## config.mk

```make
export PLATFORM = sky130hd
export DESIGN_NAME = lrsw_mod
export DESIGN_NICKNAME = d
export VERILOG_FILES = /design/src/rtl/lrsw_pkg.sv /design/src/rtl/lrsw_mod.sv
export SDC_FILE = /design/constraint.sdc
export NUM_CORES = 1
export LEC_CHECK = 0
export BUFFER_PORTS_ARGS = -buffer_cell sky130_fd_sc_hd__buf_2
export CORE_MARGIN = 2
export CORE_UTILIZATION = 25
export DETAILED_ROUTE_END_ITERATION = 10
export PLACE_DENSITY_LB_ADDON = 0.08
export SLEW_MARGIN = 10
export SYNTH_ARGS = -nofsm -noshare
export SYNTH_HDL_FRONTEND = slang
export SYNTH_SLANG_ARGS = --single-unit
```

## constraint.sdc

```tcl
create_clock -name i_clk -period 2.3 [get_ports i_clk]
set_input_delay 0.115 -clock i_clk [delete_from_list [all_inputs] [get_ports i_clk]]
set_output_delay 0.115 -clock i_clk [all_outputs]
set_load 0.03 [all_outputs]
```

## src/rtl/lrsw_pkg.sv

```systemverilog
// Shared types and constants for the linked ring swap and walk engine.
package lrsw_pkg;

    localparam int OPCODE_W  = 3;
    localparam int IDX_W     = 10;
    localparam int RND_W     = 32;
    localparam int STEP_W    = 16;
    localparam int CNT_W     = 11;
    localparam int MIN_NODES = 6;

    localparam logic [OPCODE_W-1:0] OP_REBUILD  = 3'd0;
    localparam logic [OPCODE_W-1:0] OP_SWAP     = 3'd1;
    localparam logic [OPCODE_W-1:0] OP_SHUFFLE  = 3'd2;
    localparam logic [OPCODE_W-1:0] OP_WALK     = 3'd3;
    localparam logic [OPCODE_W-1:0] OP_SCRAMBLE = 3'd4;

    localparam logic ST_OK    = 1'b0;
    localparam logic ST_RANGE = 1'b1;

    localparam logic [CNT_W-1:0] NODE_COUNT_RST = 11'd1024;

    // scramble hop counter: second entry after hop 3, next current after hop 6
    localparam logic [2:0] HOP_SECOND = 3'd2;
    localparam logic [2:0] HOP_LAST   = 3'd5;

    typedef enum logic [4:0] {
        S_IDLE,
        S_SWEEP,
        S_DIV,
        S_RD_A,
        S_RD_B,
        S_DECIDE,
        S_F1R,
        S_F1W,
        S_F2R,
        S_F2W,
        S_F3R,
        S_F3W,
        S_F4R,
        S_F4W,
        S_F5,
        S_F6,
        S_J3,
        S_J4,
        S_WK_RD,
        S_WK_HOP,
        S_DONE
    } t_state;

endpackage

```

## src/rtl/lrsw_mod.sv

```systemverilog
// Bit-serial remainder unit: 32-bit word modulo the ring size, one bit per cycle.
module lrsw_mod #(
    parameter int NW = 11,
    parameter int AW = 10
) (
    input  logic                       i_clk,
    input  logic                       i_rst_n,
    input  logic                       i_start,
    input  logic [lrsw_pkg::RND_W-1:0] i_dividend,
    input  logic [NW-1:0]              i_divisor,
    output logic                       o_done,
    output logic [AW-1:0]              o_rem
);
    import lrsw_pkg::*;

    localparam int CW = $clog2(RND_W);

    logic             r_busy;
    logic             r_done;
    logic [CW-1:0]    r_cnt;
    logic [NW-1:0]    r_rem;
    logic [RND_W-1:0] r_dvd;
    logic [NW:0]      n_trial;
    logic [NW-1:0]    n_rem;

    always_comb begin
        n_trial = {r_rem, r_dvd[RND_W-1]};
        if (n_trial >= {1'b0, i_divisor}) begin
            n_rem = NW'(n_trial - {1'b0, i_divisor});
        end else begin
            n_rem = NW'(n_trial);
        end
    end

    always_ff @(posedge i_clk) begin
        if (!i_rst_n) begin
            r_busy <= 1'b0;
            r_done <= 1'b0;
        end else begin
            r_done <= 1'b0;
            if (i_start) begin
                r_busy <= 1'b1;
            end else if (r_busy && r_cnt == CW'(RND_W - 1)) begin
                r_busy <= 1'b0;
                r_done <= 1'b1;
            end
        end
    end

    always_ff @(posedge i_clk) begin
        if (i_start) begin
            r_cnt <= '0;
            r_rem <= '0;
            r_dvd <= i_dividend;
        end else if (r_busy) begin
            r_cnt <= r_cnt + CW'(1);
            r_rem <= n_rem;
            r_dvd <= {r_dvd[RND_W-2:0], 1'b0};
        end
    end

    assign o_done = r_done;
    assign o_rem  = AW'(r_rem);

endmodule

```

# --- Word-level counts from Yosys, hierarchy flattened ---
# Cells that the tools add are included.
word_totals:
  ff_bits: 50
  out_inout_bits: 11
classes:
  reduce_logical: 4
  add_sub_neg: 2
  n_mux: 6
  bitwise_logic: 1
  n_eq_ne: 1
  magnitude_cmp: 1
op_table:
  columns: ["op", "n"]
  rows:
  - ["$mux 32", 2]
  - ["$ge 12x11->1", 1]
  - ["$mux 11", 1]
  - ["$sub 11x11->11", 1]
  - ["$add 5x1->5 const B", 1]
  - ["$eq 5x5->1 const B", 1]
  - ["$reduce_bool 2->1", 2]
  - ["$mux 1", 3]
  - ["$reduce_or 2->1", 1]
  - ["$logic_and 1x1->1", 1]
  - ["$not 1->1", 1]

# --- Logic depth before layout (Yosys ltp) ---
logic_depth:
  depth_word: 4
  ltp_mapped: 10
  depth_no_buf: 9

# --- Worst setup path after synthesis ---
# Ideal clock, no wire load.
synth_path:
  path_kind: "register to register"
  from: "register r_dvd[31]"
  to: "register r_rem[4]"
  stages_incl_launch_ff: 10
  n_path_buf: 0
  setup_slack_ns: 0.104
  t_arrival_ns: 2.106
  cell_sequence: "edfxtp_1 > inv_1 > ha_1 > fa_1 > nand2b_1 > a21oi_2 > o21ai_1 > and3_1 > or3_1 > a311oi_1"
synth_between:
  elab_chain_len: 2
  word_cells_on_any_way: 3
synth_lines:
  columns: ["element", "line", "rtl"]
  rows:
  - ["start, declared", "lrsw_mod.sv:22", "logic [RND_W-1:0] r_dvd;"]
  - ["start signal, assigned", "lrsw_mod.sv:54", "r_dvd <= i_dividend;"]
  - ["start signal, assigned", "lrsw_mod.sv:58", "r_dvd <= {r_dvd[RND_W-2:0], 1'b0};"]
  - ["$sub 11x11->11 / $ge 12x11->1 (equally long branches)", "lrsw_mod.sv:29, lrsw_mod.sv:28", null]
  - ["$mux 11 (*)", "lrsw_mod.sv:28", "if (n_trial >= {1'b0, i_divisor}) begin"]
  - ["end signal, assigned", "lrsw_mod.sv:57", "r_rem <= n_rem;"]
  - ["end, declared", "lrsw_mod.sv:21", "logic [NW-1:0] r_rem;"]
# Mark *: on every way between the ends. The rest lies on a longest branch, timed or not.
# A chain may end at the register's enable or synchronous reset.

# --- Final worst setup path ---
# Ends and elaborated chain as after synthesis.

==> reports/results.txt <==
Die Span Y = 108.3 um
crit share post-route = 0.9554
Ys Warns = 0
CP required = 2.51 ns
Async SR Flop Fraction = 0
Crit. End Element = register
worst hold slack = 0.02706 ns
nets = 371
PortBufs = 56
Area Overhead vs Synth = 23.83%
Ports = 57
Routed wire per std cell = 13.43 um
CP Cell Sequence = inv_1 -> ha_1 -> fa_2 -> nand2b_4 -> a21oi_4 -> o21ai_2 -> and3_1 -> or3_1 -> a311oi_1
skew final = 0.01070 ns
first drt pass iteration count = 4
Mean Syn Cell Area = 10.88 um2
syn_nets = 310
CTS tree = yes
Max transition margin = 0.7159
Via Count = 1938
ant diodes = 0
Max Cap Viol = 0
Routed WL = 6072 um
clk sinks = 50
HP Start = i_rst_n
Leakage = 0.001428 uW
Crit Path Category = reg -> reg
vias in the first global route = 1991
post-synthesis sequential area ratio = 0.4857
Synth Register Bits = 50
Reg-to-Reg Start = r_dvd[31]
Critical-path top delay cell = or3_1
layout cells sized above 1 = 0.3846
crit start category = register
Post-route DRC = 0
Main synth FF type = edfxtp_1
all-layer global routing usage = 0.1090
gr ovfl total = 0
Max IR drop VDD = 0.3402 mV
CP startpoint = r_dvd[31]
initial core utilization = 0.2531
CTS hold repair buffers = 0
Crit path arrival time = 2.41 ns
Routed Antenna Nets = 0
post-route setup slack = 0.1026 ns
Synth Instances = 250
final setup fails = 0
depth of the CTS H-tree = 2
GP Congestion = 0.7320
CP Max Fanout = 3
worst slew pin tran = 0.4261 ns
first-pass GRT wire length = 9908 um
slowest cell delay on critical path = 0.37 ns
Skew-Pair Late Insertion Delay = 0.30 ns
antenna violations before repair = 0
detailed placer's ending HPWL = 4455 um
Die ar. = 11730 um2
Slew Limit Fails = 0
PwrDens = 697.8 nW/um2
Post-synth EDFFs = 32
row count = 38
setup slack, reg-to-reg = 0.10 ns
maximum clock rate = 455.1 MHz
CTS clk-pin slew, worst paths = 0.09 ns
worst path bufs/invs = 1
Die X = 108.3 um
Filler cells = 1174
Placeable Area = 10750 um2
CP delay by family, top = simple AND/OR/NAND/NOR gates
HP Class = in -> reg
Post-CTS Setup Bufs = 0
largest net degree at the start of global routing = 50
RSZ-0062 raised after global routing = true
DRT iter0 DRCs = 50
Unique masters post-synth = 42
status = finished clean
Setup WS pre-CTS = -0.01300 ns
DR vias/cell = 4.288
Hold Vio Cnt, Final = 0
Period minus WS final = 2.197 ns
clk root buf = clkbuf_8
Synth Cell Area = 2720 um2
Num CTS Buffers = 5
CTS Buffer Depth = 2
Setup Total Neg Slack = 0 ns
[state kept, by name, indices dropped and copies added (netlist names)]
register and cells:
r_dvd 32, r_rem 11, r_cnt 5, o_done 1
r_busy 1
[cell usage after synthesis, drive strengths merged, types with 5 or more instances]
cell / instances / area [um2]
edfxtp: 32 / 960.9
mux2: 31 / 349.1
nor2: 23 / 86.33
nand2: 19 / 71.32
dfxtp: 18 / 360.4
inv: 16 / 60.06
buf: 14 / 91.33
ha: 13 / 162.7
o21ai: 9 / 45.04
a21oi: 8 / 43.79
a311oi: 8 / 70.07
clkbuf: 5 / 18.77
nand3: 5 / 25.02
[repair_timing]
action	CTS	global route
resized for setup	1	4
pin swaps	0	1
hold endpoints to repair	0	0
cloned	0	0
setup endpoints to repair	2	7
[through the flow]
stage / total power [uW] / area (um2) / util / instances
after floorplan: 1457 / 2720 / - / 250
after global placement: 1634 / 3206 / 0.2983 / 444
after detailed placement: 1630 / 3206 / 0.2983 / 444
after CTS: 2387 / 3351 / 0.3118 / 452
after global routing: 2487 / 3368 / 0.3135 / 452
final: 2350 / 3368 / 0.3135 / 452
[layout by cell type (no fill, tap or decap), drive strengths merged, types with 2 or more instances in the layout]
cell | netlist | routed
a21o | 2 | 2
buf | 14 | 73
nand2b | 4 | 4
a311oi | 8 | 8
and3 | 3 | 3
mux2 | 31 | 31
bufinv | 0 | 2
a31oi | 2 | 2
a21oi | 8 | 8
nor2 | 23 | 23
nand2 | 19 | 19
dfxtp | 18 | 18
nor2b | 2 | 2
o21ai | 9 | 9
o21a | 3 | 3
nand3 | 5 | 5
ha | 13 | 13
clkbuf | 5 | 5
inv | 16 | 16
xnor2 | 4 | 4
xor2 | 4 | 4
mux2i | 2 | 2
or3b | 2 | 2
nand4 | 4 | 4
edfxtp | 32 | 32
nor3 | 4 | 4
[metal layers]
layer,track usage,vias up,share of wire
li1,-,1011,-
met1,0.1462,901,0.48
met2,0.1801,24,0.49
met3,0.02351,2,0.030
met4,0.02473,0,0.0049
met5,0,-,0
[where the power goes]
group          internal (uW)  total, uW  leakage (uW)  switching (uW)
combinational            245        524      0.000890             279
clock                    436        741     0.0000683             305
sequential              1050       1090      0.000470            34.3
total                   1730       2350       0.00143             618
[worst register-to-register path, cell delays in order, from the launching register on]
cell and delay, ns:
edfxtp_1 0.36, inv_1 0.05, ha_1 0.20, fa_2 0.35, nand2b_4 0.17, a21oi_4 0.14, o21ai_2 0.08, and3_1 0.18
or3_1 0.37, a311oi_1 0.24
[cell type report]
type | count | area, um2 | area share
clock buffer | 5 | 68.82 | 0.02043
clock inverter | 3 | 68.82 | 0.02043
inverter | 16 | 60.06 | 0.01783
multi-input combinational | 165 | 1254 | 0.3722
sequential | 50 | 1321 | 0.3923
tap | 140 | 175.2 | 0.05201
timing repair buffer | 73 | 420.4 | 0.1248
[final timing paths]
check / to / cells past startpoint
worst max-delay path: r_rem[4] / 9
worst min-delay path: r_busy / 2
worst max register to register: r_rem[4] / 9
worst min register to register: r_rem[10] / 2
[kinds of logic after synthesis]
kind of cell               count (synthesis)  synth area share
and+or+nand+nor                           71            0.1237
DFF                                       50            0.4857
AOI/OAI and AO/OA                         39           0.09936
buffers and inverters                     35           0.06256
muxes                                     33            0.1357
adders and majority gates                 14           0.06716
xor gates and xnor gates                   8           0.02576
Note: power is estimated with default switching activity, not from simulation.
